### src/design/ccq_pkg.sv
`default_nettype none

package ccq_pkg;

  // Defaults for the top-level parameters
  localparam int unsigned QueueDepthDef  = 12;
  localparam int unsigned KeyBitsDef     = 8;
  localparam int unsigned PayloadBitsDef = 32;

  // Fixed field widths of the channel payloads
  localparam int unsigned ReqTypeW = 2;
  localparam int unsigned KeyIdW   = 8;
  localparam int unsigned PayloadW = 32;
  localparam int unsigned CountW   = 4;

  typedef enum logic [ReqTypeW-1:0] {
    REQ_ENQUEUE = 2'd0,
    REQ_POP     = 2'd1,
    REQ_CLEAR   = 2'd2
  } req_e;

  typedef struct packed {
    logic [ReqTypeW-1:0] req_type;
    logic [KeyIdW-1:0]   key_id;
    logic [PayloadW-1:0] payload_word;
  } in_t;

  typedef struct packed {
    logic                accepted;
    logic                head_valid;
    logic [KeyIdW-1:0]   head_key;
    logic [PayloadW-1:0] head_payload;
    logic [CountW-1:0]   entry_count;
  } out_t;

  // Controller to datapath
  typedef struct packed {
    logic capture;
    logic scan;
    logic commit;
    logic apply;
    logic rd_head;
    logic load_out;
  } ctl_cmd_t;

  // Datapath to controller
  typedef struct packed {
    logic need_scan;
    logic scan_done;
    logic out_free;
  } dp_stat_t;

endpackage

`default_nettype wire

### src/design/ccq_ram.sv
`default_nettype none

module ccq_ram #(
  parameter int unsigned Width = 40,
  parameter int unsigned Depth = 32,
  localparam int unsigned AddrW = (Depth > 1) ? $clog2(Depth) : 1
) (
  input  wire logic             clk_i,
  input  wire logic             we_i,
  input  wire logic [AddrW-1:0] waddr_i,
  input  wire logic [Width-1:0] wdata_i,
  input  wire logic             re_i,
  input  wire logic [AddrW-1:0] raddr_i,
  output logic      [Width-1:0] rdata_o
);

  logic [Width-1:0] mem_q [Depth];
  logic [Width-1:0] rdata_q;

  always_ff @(posedge clk_i) begin
    if (we_i) begin
      mem_q[waddr_i] <= wdata_i;
    end
    if (re_i) begin
      rdata_q <= mem_q[raddr_i];
    end
  end

  assign rdata_o = rdata_q;

endmodule

`default_nettype wire

### src/design/ccq_ctrl.sv
`default_nettype none

module ccq_ctrl (
  input  wire logic                clk_i,
  input  wire logic                rst_ni,
  input  wire logic                in_valid_i,
  output logic                     in_ready_o,
  input  wire ccq_pkg::dp_stat_t   st_i,
  output ccq_pkg::ctl_cmd_t        cmd_o
);

  typedef enum logic [2:0] {
    ST_IDLE,
    ST_SCAN,
    ST_APPLY,
    ST_RD_HEAD,
    ST_RESP
  } state_e;

  state_e state_q, state_d;
  logic   rdy_q, rdy_d;

  always_comb begin
    state_d = state_q;
    rdy_d   = rdy_q;
    cmd_o   = '0;
    case (state_q)
      ST_IDLE: begin
        if (in_valid_i && rdy_q) begin
          cmd_o.capture = 1'b1;
          rdy_d         = 1'b0;
          state_d       = st_i.need_scan ? ST_SCAN : ST_APPLY;
        end
      end
      ST_SCAN: begin
        cmd_o.scan = 1'b1;
        if (st_i.scan_done) begin
          cmd_o.commit = 1'b1;
          state_d      = ST_APPLY;
        end
      end
      ST_APPLY: begin
        cmd_o.apply = 1'b1;
        state_d     = ST_RD_HEAD;
      end
      ST_RD_HEAD: begin
        cmd_o.rd_head = 1'b1;
        state_d       = ST_RESP;
      end
      ST_RESP: begin
        // hold until the output register is free
        if (st_i.out_free) begin
          cmd_o.load_out = 1'b1;
          rdy_d          = 1'b1;
          state_d        = ST_IDLE;
        end
      end
      default: begin
        rdy_d   = 1'b1;
        state_d = ST_IDLE;
      end
    endcase
  end

  always_ff @(posedge clk_i or negedge rst_ni) begin
    if (!rst_ni) begin
      state_q <= ST_IDLE;
      rdy_q   <= 1'b1;
    end else begin
      state_q <= state_d;
      rdy_q   <= rdy_d;
    end
  end

  assign in_ready_o = rdy_q;

endmodule

`default_nettype wire

### src/design/ccq_datapath.sv
`default_nettype none

module ccq_datapath #(
  parameter int unsigned QueueDepth  = ccq_pkg::QueueDepthDef,
  parameter int unsigned KeyBits     = ccq_pkg::KeyBitsDef,
  parameter int unsigned PayloadBits = ccq_pkg::PayloadBitsDef
) (
  input  wire logic               clk_i,
  input  wire logic               rst_ni,
  input  wire ccq_pkg::in_t       in_data_i,
  input  wire ccq_pkg::ctl_cmd_t  cmd_i,
  output ccq_pkg::dp_stat_t       st_o,
  output logic                    out_valid_o,
  input  wire logic               out_ready_i,
  output ccq_pkg::out_t           out_data_o
);

  localparam int unsigned SlotW = (QueueDepth > 1) ? $clog2(QueueDepth) : 1;
  localparam int unsigned CntW  = $clog2(QueueDepth + 1);
  localparam int unsigned SumW  = SlotW + 2;
  localparam int unsigned AddrW = SlotW + 1;
  localparam int unsigned EntW  = KeyBits + PayloadBits;
  localparam int unsigned KeyFw = ccq_pkg::KeyIdW;
  localparam int unsigned PayFw = ccq_pkg::PayloadW;
  localparam int unsigned CntFw = ccq_pkg::CountW;
  localparam logic [SumW-1:0] DepthS = SumW'(QueueDepth);
  localparam logic [CntW-1:0] DepthC = CntW'(QueueDepth);

  ccq_pkg::in_t  req_q;
  ccq_pkg::out_t out_q, out_d;

  logic [SlotW-1:0] head_q, head_d;
  logic [CntW-1:0]  count_q, count_d;
  logic             bank_q, bank_d;
  logic [CntW-1:0]  rd_idx_q, rd_idx_d;
  logic [CntW-1:0]  kept_q, kept_d;
  logic             pend_q, pend_d;
  logic             acc_q, acc_d;
  logic             out_valid_q, out_valid_d;

  logic [SumW-1:0]  src_sum, tail_sum, next_sum;
  logic [SlotW-1:0] src_slot, tail_slot, next_slot;
  logic [KeyBits-1:0]     key_in, key_rd;
  logic [PayloadBits-1:0] pay_in, pay_rd;

  logic             ram_we, ram_re;
  logic [AddrW-1:0] ram_waddr, ram_raddr;
  logic [EntW-1:0]  ram_wdata, ram_rdata;

  assign key_in = KeyBits'(req_q.key_id);
  assign pay_in = PayloadBits'(req_q.payload_word);
  assign key_rd = ram_rdata[EntW-1:PayloadBits];
  assign pay_rd = ram_rdata[PayloadBits-1:0];

  // Circular slot arithmetic: the head stays below the depth and the other operand is at most the depth
  always_comb begin
    src_sum   = SumW'(head_q) + SumW'(rd_idx_q);
    src_slot  = (src_sum >= DepthS) ? SlotW'(src_sum - DepthS) : SlotW'(src_sum);
    tail_sum  = SumW'(head_q) + SumW'(count_q);
    tail_slot = (tail_sum >= DepthS) ? SlotW'(tail_sum - DepthS) : SlotW'(tail_sum);
    next_sum  = SumW'(head_q) + SumW'(1);
    next_slot = (next_sum >= DepthS) ? SlotW'(next_sum - DepthS) : SlotW'(next_sum);
  end

  assign st_o.need_scan = (in_data_i.req_type == ccq_pkg::REQ_ENQUEUE) && (count_q != '0);
  assign st_o.scan_done = (rd_idx_q == count_q) && !pend_q;
  assign st_o.out_free  = !out_valid_q || out_ready_i;

  always_comb begin
    head_d      = head_q;
    count_d     = count_q;
    bank_d      = bank_q;
    rd_idx_d    = rd_idx_q;
    kept_d      = kept_q;
    pend_d      = 1'b0;
    acc_d       = acc_q;
    out_valid_d = out_valid_q;
    out_d       = out_q;
    ram_we      = 1'b0;
    ram_waddr   = {bank_q, tail_slot};
    ram_wdata   = {key_in, pay_in};
    ram_re      = 1'b0;
    ram_raddr   = {bank_q, head_q};

    if (out_valid_q && out_ready_i) begin
      out_valid_d = 1'b0;
    end

    if (cmd_i.capture) begin
      rd_idx_d = '0;
      kept_d   = '0;
    end

    // Stream live entries out of the current bank, copy survivors to the other
    if (cmd_i.scan) begin
      if (rd_idx_q != count_q) begin
        ram_re    = 1'b1;
        ram_raddr = {bank_q, src_slot};
        rd_idx_d  = rd_idx_q + CntW'(1);
        pend_d    = 1'b1;
      end
      if (pend_q && (key_rd != key_in)) begin
        ram_we    = 1'b1;
        ram_waddr = {~bank_q, SlotW'(kept_q)};
        ram_wdata = ram_rdata;
        kept_d    = kept_q + CntW'(1);
      end
    end

    if (cmd_i.commit) begin
      bank_d  = ~bank_q;
      head_d  = '0;
      count_d = kept_q;
    end

    if (cmd_i.apply) begin
      case (req_q.req_type)
        ccq_pkg::REQ_ENQUEUE: begin
          if (count_q < DepthC) begin
            ram_we  = 1'b1;
            count_d = count_q + CntW'(1);
            acc_d   = 1'b1;
          end else begin
            acc_d = 1'b0;
          end
        end
        ccq_pkg::REQ_POP: begin
          if (count_q != '0) begin
            head_d  = next_slot;
            count_d = count_q - CntW'(1);
            acc_d   = 1'b1;
          end else begin
            acc_d = 1'b0;
          end
        end
        ccq_pkg::REQ_CLEAR: begin
          head_d  = '0;
          count_d = '0;
          acc_d   = 1'b1;
        end
        default: begin
          acc_d = 1'b0;
        end
      endcase
    end

    if (cmd_i.rd_head) begin
      ram_re = 1'b1;
    end

    if (cmd_i.load_out) begin
      out_valid_d       = 1'b1;
      out_d.accepted    = acc_q;
      out_d.head_valid  = (count_q != '0);
      out_d.entry_count = CntFw'(count_q);
      if (count_q != '0) begin
        out_d.head_key     = KeyFw'(key_rd);
        out_d.head_payload = PayFw'(pay_rd);
      end else begin
        out_d.head_key     = '0;
        out_d.head_payload = '0;
      end
    end
  end

  always_ff @(posedge clk_i or negedge rst_ni) begin
    if (!rst_ni) begin
      head_q      <= '0;
      count_q     <= '0;
      bank_q      <= 1'b0;
      rd_idx_q    <= '0;
      kept_q      <= '0;
      pend_q      <= 1'b0;
      acc_q       <= 1'b0;
      out_valid_q <= 1'b0;
    end else begin
      head_q      <= head_d;
      count_q     <= count_d;
      bank_q      <= bank_d;
      rd_idx_q    <= rd_idx_d;
      kept_q      <= kept_d;
      pend_q      <= pend_d;
      acc_q       <= acc_d;
      out_valid_q <= out_valid_d;
    end
  end

  always_ff @(posedge clk_i) begin
    if (cmd_i.capture) begin
      req_q <= in_data_i;
    end
    out_q <= out_d;
  end

  ccq_ram #(
    .Width (EntW),
    .Depth (2 ** AddrW)
  ) u_ram (
    .clk_i   (clk_i),
    .we_i    (ram_we),
    .waddr_i (ram_waddr),
    .wdata_i (ram_wdata),
    .re_i    (ram_re),
    .raddr_i (ram_raddr),
    .rdata_o (ram_rdata)
  );

  assign out_valid_o = out_valid_q;
  assign out_data_o  = out_q;

  a_count_bound: assert property (@(posedge clk_i) disable iff (!rst_ni)
    count_q <= DepthC)
    else $error("entry count above queue depth");

  a_head_bound: assert property (@(posedge clk_i) disable iff (!rst_ni)
    SumW'(head_q) < DepthS)
    else $error("head slot outside queue");

  a_kept_bound: assert property (@(posedge clk_i) disable iff (!rst_ni)
    kept_q <= rd_idx_q)
    else $error("more survivors than entries scanned");

  a_commit_head: assert property (@(posedge clk_i) disable iff (!rst_ni)
    cmd_i.commit |=> (head_q == '0) && (bank_q != $past(bank_q)))
    else $error("compaction did not restart at slot zero of the other bank");

endmodule

`default_nettype wire

### src/design/coalescing_command_queue_top.sv
`default_nettype none

// Channel | Direction | Handshake              | Beat payload
// in      | input     | in_valid_i/in_ready_o   | ccq_pkg::in_t  (req_type, key_id, payload_word)
// out     | output    | out_valid_o/out_ready_i | ccq_pkg::out_t (accepted, head, count)
//
// One request is processed at a time. Pop, clear and enqueue on an empty queue
// pass through the apply, head-read and response states; enqueue on a queue of
// n entries first scans them, one entry per cycle read through the entry RAM's single read port.
// Reset empties the queue at once; no clearing pass is needed.
// A result waits in the output register; a stalled output holds the next request
// in the response state until the register frees.

module coalescing_command_queue_top #(
  parameter int unsigned QueueDepth  = ccq_pkg::QueueDepthDef,
  parameter int unsigned KeyBits     = ccq_pkg::KeyBitsDef,
  parameter int unsigned PayloadBits = ccq_pkg::PayloadBitsDef
) (
  input  wire logic          clk_i,
  input  wire logic          rst_ni,
  input  wire logic          in_valid_i,
  output logic               in_ready_o,
  input  wire ccq_pkg::in_t  in_data_i,
  output logic               out_valid_o,
  input  wire logic          out_ready_i,
  output ccq_pkg::out_t      out_data_o
);

  ccq_pkg::ctl_cmd_t cmd;
  ccq_pkg::dp_stat_t st;

  ccq_ctrl u_ctrl (
    .clk_i      (clk_i),
    .rst_ni     (rst_ni),
    .in_valid_i (in_valid_i),
    .in_ready_o (in_ready_o),
    .st_i       (st),
    .cmd_o      (cmd)
  );

  ccq_datapath #(
    .QueueDepth  (QueueDepth),
    .KeyBits     (KeyBits),
    .PayloadBits (PayloadBits)
  ) u_datapath (
    .clk_i       (clk_i),
    .rst_ni      (rst_ni),
    .in_data_i   (in_data_i),
    .cmd_i       (cmd),
    .st_o        (st),
    .out_valid_o (out_valid_o),
    .out_ready_i (out_ready_i),
    .out_data_o  (out_data_o)
  );

endmodule

`default_nettype wire
### config.mk
export PLATFORM = sky130hd
export DESIGN_NAME = coalescing_command_queue_top
export DESIGN_NICKNAME = d
export VERILOG_FILES = /design/src/design/ccq_pkg.sv /design/src/design/ccq_ram.sv /design/src/design/ccq_ctrl.sv /design/src/design/ccq_datapath.sv /design/src/design/coalescing_command_queue_top.sv
export SDC_FILE = /design/constraint.sdc
export NUM_CORES = 2
export LEC_CHECK = 0
export BUFFER_PORTS_ARGS = -buffer_cell sky130_fd_sc_hd__buf_2
export CAP_MARGIN = 20
export CORE_MARGIN = 2
export CORE_UTILIZATION = 60
export CTS_CLUSTER_DIAMETER = 40
export DETAILED_ROUTE_END_ITERATION = 7
export GPL_ROUTABILITY_DRIVEN = 0
export GPL_TIMING_DRIVEN = 0
export PLACE_DENSITY = 0.74
export SLEW_MARGIN = 20
export SYNTH_ARGS = -nofsm -noshare
export SYNTH_HDL_FRONTEND = slang
export SYNTH_HIERARCHICAL = 1
export SYNTH_SLANG_ARGS = --single-unit
### constraint.sdc
create_clock -name clk_i -period 6.7 [get_ports clk_i]
set_input_delay 1.005 -clock clk_i [delete_from_list [all_inputs] [get_ports clk_i]]
set_output_delay 1.005 -clock clk_i [all_outputs]
set_load 0.005 [all_outputs]
### Word level (Yosys, flattened, before mapping)

Memory sizes are Yosys's and may differ from the RTL's. A register that Yosys moved wholly into a read port is not among the register bits.
Cells that the tools add are included.

* register bits after elaboration: 112
* RAM bits: 1280
* output and inout port bits: 48
* logic and storage cells: 118
* memories: 1

Memories
* u_datapath.u_ram.mem_q: depth 32, bits a word 40, read ports 1, clocked after Yosys merged registers in 1, write ports 1, RTL line ccq_ram.sv:17 `logic [Width-1:0] mem_q [Depth];`

* $add $sub $neg: 10
* $lt $le $gt $ge: 4
* eq/ne operators: 12
* mux-type cells: 55
* bitwise operators: 2
* reductions and logical operators: 16

Operators with widths (number)
* two-way mux 40 bit: 2
* two-way mux 4 bit: 18
* two-way mux 1 bit: 23
* greater-or-equal comparator 5 x 4 -> 1 bit (second input constant): 3
* one-hot mux 3 bit (5 select lines): 1
* adder 4 x 1 -> 4 bit (second input constant): 3
* one-hot mux 4 bit (3 select lines): 1
* subtractor 4 bit (second input constant): 3
* adder 4 x 4 -> 5 bit: 2
* two-way mux 5 bit: 2
* two-way mux 3 bit: 3
* != test 8 bit: 1
* one-hot mux 4 bit (2 select lines): 1
* == test 3 x 2 -> 1 bit (second input constant): 2
* one-hot mux 1 bit (3 select lines): 2
* AND reduction 3 bit: 2
* adder 4 x 1 -> 5 bit (second input constant): 1
* logical AND 1 bit: 5
* == test 4 bit: 1
* zero test 2 bit: 2
* less-than comparator 4 bit (second input constant): 1
* two-way mux 2 bit: 2
* != test 2 bit (second input constant): 2
* != test 4 bit: 1
* other kinds (13): 15

### Depth between registers and ports, before layout

* depth in word-level cells: 10
* gate-level depth with buffers: 16
* mapped depth without buffers: 14

### Cells and area by module

The synthesis kept the hierarchy.

Modules (own cells, without submodules)
* ccq_ram: times used 1, cells each 2813, area an instance 50965.1 µm², seq. area each 39638.0 µm²
* ccq_datapath: times used 1, cells each 389, area an instance 5242.5 µm², seq. area each 3143.0 µm²
* ccq_ctrl: times used 1, cells each 28, area an instance 261.5 µm², seq. area each 101.3 µm²

### Least setup slack after synthesis

Ideal clock, no wire load.

* kind: register -> register
* from: register u_datapath.head_q[1]
* to: memory u_datapath.u_ram.mem_q[10][0], enable pin
* library setup time: 0.437 ns
* data arrival time: 4.654 ns
* data required time: 6.263 ns
* path slack: 1.608 ns
* stages on the path, launching flop included: 13
* path buffers: 0
* clock period less this slack: 5.092 ns
* cell sequence: dfrtp_1 > ha_1 > a21o_1 > a21oi_1 > xor2_1 > inv_1 > ha_1 > a221oi_1 > a21oi_1 > a211oi_1 > a21o_1 > or3b_2 > nor2_1

* longest elaborated chain between the ends: 5

RTL lines
* start, declared: RTL line ccq_datapath.sv:32 `logic [SlotW-1:0] head_q, head_d;`
* start signal, assigned: RTL line ccq_datapath.sv:168 `head_q <= '0;`
* start signal, assigned: RTL line ccq_datapath.sv:177 `head_q <= head_d;`
* adder 4 x 4 -> 5 bit *: RTL line ccq_datapath.sv:59 `tail_sum = SumW'(head_q) + SumW'(count_q);`
* subtractor 4 bit / greater-or-equal comparator 5 x 4 -> 1 bit (equally long branches): RTL line ccq_datapath.sv:60 `tail_slot = (tail_sum >= DepthS) ? SlotW'(tail_sum - DepthS) : SlotW'(tail_sum);`
* two-way mux 4 bit *: RTL line ccq_datapath.sv:60
* two-way mux 5 bit: RTL line ccq_datapath.sv:102 `if (pend_q && (key_rd != key_in)) begin`
* two-way mux 5 bit *: RTL line ccq_datapath.sv:95 `if (cmd_i.scan) begin`
* net u_datapath.ram_waddr[3]: RTL line ccq_datapath.sv:47 `logic [AddrW-1:0] ram_waddr, ram_raddr;`
* end, declared: RTL line ccq_ram.sv:17

Mark *: on every way through the listed nets, which the timed path passes. The rest lies on a longest branch.

### Worst setup path in the final report

* from: register u_datapath.head_q[1]
* to: memory u_datapath.u_ram.mem_q[23][0], enable pin

The elaborated chain is that of the path after synthesis.

==> results by group <==
Status
  • Status: complete, no violations

Power and ir drop
  • P_int: 19200 uW
  • Power share of the clock group: 30.3%
  • Total Power Consumption: 28700 uW
  • Max VDD drop: 0.000393 V
  • Power per cell area: 441 nW/um^2
  • Net Sw Frac: 33.2%
  • NetSw: 9530 uW
  • Sequential cell fraction of total power: 38.7%
  • Comb power frac: 31.0%
  • Static Leak: 0.0212 uW

Yosys
  • Synth unique cells: 61
  • Post-synthesis xor/xnor area fraction: 0.326%
  • Avg Inst Size Synth: 17.5 um^2
  • EDFF count, synth: 1408
  • Cell taking the most area after synthesis: edfxtp_1
  • Sequential share of the synthesized area: 75.9%
  • Synth top area share: 74.9%
  • Top cells by area, synth: edfxtp_1 75%, mux2i_1 11%, a22oi_1 1.6%, a22o_1 1.3%, nand3_1 1.2%
  • Yosys reg bits: 1432
  • Share of flip-flops with an asynchronous set or reset: 1.68%
  • Adder-Cell Fraction of Synth Area: 0.536%
  • Largest family of logic cells by synthesized area: multiplexers
  • Syn Inst Count: 3230
  • Post-Syn Area: 56500 um^2
  • Synth Area in Simple Gates: 3.83%
  • Post-Syn Nets: 3299
  • Yosys warning count: 6
  • Synth Area in Compound Gates: 5.09%
  • Ys flop type: edfxtp_1
  • Mux contribution to synthesized area: 12.3%

Floorplanning
  • Starting Density: 60.5%
  • DIE HEIGHT: 311 um
  • Core ar.: 93300 um^2
  • Top Ports: 94
  • Row count: 112
  • Die X-Extent: 311 um
  • Total die area: 96600 um^2

Finish
  • Post-layout util: 69.9%
  • Fraction of layout cells with a size suffix above 1: 15.4%
  • Final non-filler cell total: 4920
  • Final instance area: 65200 um^2
  • Filler instances: 5682
  • Area grow syn2layout: 15.5%
  • Nets: 3606

Drt
  • First drt pass iteration count: 6
  • Drt initial violations: 3888
  • Drt total wl: 139000 um
  • Antenna-violating nets left: 0
  • Via count: 31417
  • DR WL/cell: 28.2 um
  • Vias per cell: 6.39
  • Drt drc: 0

CTS
  • Post-CTS Setup Bufs: 0
  • Clock transition at path regs: 0.06 ns
  • H-tree depth: 4
  • CTS Buf Count: 160
  • CTS tree: yes
  • Clock Path Buffers: 3
  • Num Clock Sinks: 1432
  • Post-CTS Resized: 0
  • Clk root buf: clkbuf_16
  • Skew-Pair Late Insertion Delay: 0.76 ns
  • Cts hold-fix bufs: 0

Timing
  • Fin. max-slew vios: 0
  • Final Hold Vio Count: 0
  • FMAX: 0.198 GHz
  • Slew @ Worst Pin: 1.16 ns
  • Slew HR: 22.8%
  • Fin Clk Skew: 0.0252 ns
  • Final setup margin: 1.66 ns
  • Final setup vio count: 0
  • Minimum clock period: 5.04 ns
  • Fin crit share: 75.2%
  • RSZ-0062 raised after global routing: no

Global routing
  • First-pass GRT wire length: 203000 um
  • GRT met1 Usage: 39.9%
  • Met2 Track Usage GR: 44.5%
  • Vias in the first global route: 31614
  • GRT Overall Usage: 28.6%
  • GRT Residual Overflow: 0
  • Layer with the highest usage: met2
  • Initial antenna violation count: 8
  • Pin count of the biggest net entering global routing: 48
  • Grt met3 use: 6.09%

Critical path
  • FF-to-FF path depth: 12
  • Setup crit end kind: register
  • Family with the most delay on the worst path: compound AO/OA/AOI/OAI gates
  • Worst-path fanout max: 21
  • WP depth: 12
  • Crit-path slowest cell: nor2_4
  • Critical path's largest stage delay: 0.81 ns
  • Startpoint class of the critical path: register
  • Critical Path Source: u_datapath/head_q[1]$_DFF_PN0_
  • Critical path class: register to register
  • Critical Path AT: 5.49 ns
  • Crit path buf inv count: 2
  • Worst r2r src: u_datapath/head_q[1]$_DFF_PN0_
  • Critical Path RT: 7.15 ns
  • CP Cell Sequence: ha_1 -> a21o_1 -> a21oi_1 -> xor2_1 -> inv_1 -> ha_1 -> a221oi_1 -> nand3_1 -> a2bb2oi_1 -> nand3b_1 -> nor2_4 -> buf_12
  • Most frequent CP cell: ha_1

Placed design
  • DP Area: 59900 um^2
  • Cell total after placement: 4629
  • Dpl ws: 1.76 ns
  • Number of port buffers: 93
  • Post-DP HPWL: 86200 um

Worst hold path
  • Hold WC Path Type: input pin to async pin

Run
  • Max cap viols: 0
==> flip-flops by register name (all words and copies together), names as in the netlist, 2 cells and up <==
signal                    cells
u_datapath/u_ram/rdata_o     40
u_datapath/head_q             4
u_datapath/out_data_o        46
u_datapath/key_in             8
u_ctrl/state_q                3
u_datapath/kept_q             4
u_datapath/pay_in            32
u_datapath/req_q              2
u_datapath/rd_idx_q           4
u_datapath/u_ram/mem_q     1280
u_datapath/count_q            4
==> power groups by stage <==
stage | sequential [uW] | combinational, uW | clock [uW]
final | 11100 | 8890 | 8720
after CTS | 11100 | 8790 | 8800
after global placement | 11300 | 8260 | 0
after global routing | 11200 | 9350 | 9160
after floorplan | 11200 | 5770 | 0
after detailed placement | 11300 | 8710 | 0
==> layout by cell type, fill, tap and decap left out, types with 37 or more instances in the layout <==
| cell | synthesis | final |
|---|---|---|
| a31oi_1 | 45 | 45 |
| a22o_1 | 81 | 81 |
| mux2i_1 | 646 | 646 |
| a22oi_1 | 122 | 122 |
| a21oi_1 | 127 | 127 |
| edfxtp_1 | 1408 | 1408 |
| and2_1 | 43 | 43 |
| buf_12 | 0 | 40 |
| clkbuf_16 | 0 | 164 |
| clkbuf_1 | 68 | 96 |
| buf_2 | 33 | 126 |
| nor3_1 | 42 | 42 |
| nand3_1 | 131 | 131 |
| mux2_2 | 27 | 37 |
| nand2_1 | 146 | 146 |
==> kinds of logic (layout without fill, tap and decap cells) <==
group	Yosys count	in the layout
compound gates	422	422
simple gates	451	451
other cells	0	1
buf+inv	192	627
xor+xnor	21	21
fa+ha+maj	23	23
flops	1432	1432
mux	689	689
==> routing by layer <==
metal	share of wire (%)	vias up
li1	-	13365
met1	39	15981
met2	47	1764
met3	10	299
met4	3.9	8
met5	0.036	-
==> synthesized netlist by cell type (2+ instances only) <==
cell type,n
and3_2,2
nand2b_1,10
buf_4,26
xnor2_1,7
nor3b_1,3
edfxtp_1,1408
a21o_1,6
mux2i_1,646
xor2_1,14
mux2_2,27
a31oi_1,45
clkbuf_1,68
buf_1,14
a221oi_1,2
nand3_1,131
ha_1,21
inv_1,16
o211ai_1,4
clkbuf_4,3
a211oi_1,2
a22o_1,81
a21oi_1,127
nand2_1,146
o31ai_1,3
or3b_2,2
o21ai_0,15
nor2_2,2
o22ai_1,2
mux2_1,16
buf_2,33
and3_1,2
dfrtp_1,23
a22oi_1,122
nand4_1,2
and2_1,43
nor3_1,42
nor4_2,2
nor2b_1,4
nand3b_1,8
nor2_1,47
buf_6,32
fa_1,2
==> per-stage QoR <==
stage / setup TNS (ns) / hold WS, ns
floorplan: 0 / 0.426
global placement: -185.86 / 0.442
detailed placement: 0 / 0.440
CTS: 0 / 0.235
global route: 0 / 0.274
finish: 0 / 0.257
==> path summary, 6_finish.rpt <==
| path | to | slack (ns) |
|---|---|---|
| max | u_datapath/u_ram/mem_q[23][0]$_DFFE_PP_ | 1.66 |
| min | u_datapath/count_q[2]$_DFF_PN0_ | 0.26 |
| max reg2reg | u_datapath/u_ram/mem_q[23][0]$_DFFE_PP_ | 1.66 |
| min reg2reg | u_datapath/out_data_o[45]$_DFFE_PP_ | 0.47 |
| max in group asynchronous | u_ctrl/state_q[1]$_DFFE_PN0P_ | 6.04 |
| min in group clk_i | u_datapath/pay_in[2]$_DFFE_PP_ | 0.42 |
==> layout make-up <==
type                       instances  area [um^2]  share of cell area [%]
sequential                      1432        42900                    65.8
clock buffer                     192         4210                    6.45
clock inverter                    98         1110                    1.70
timing repair buffer             145         1600                    2.45
buffer                           176         1050                    1.61
inverter                          16         60.1                  0.0921
antenna                            1         2.50                 0.00384
tap                             1254         1570                    2.41
multi-input combinational       1606        12700                    19.5
Note: power is estimated with default switching activity, not from simulation.
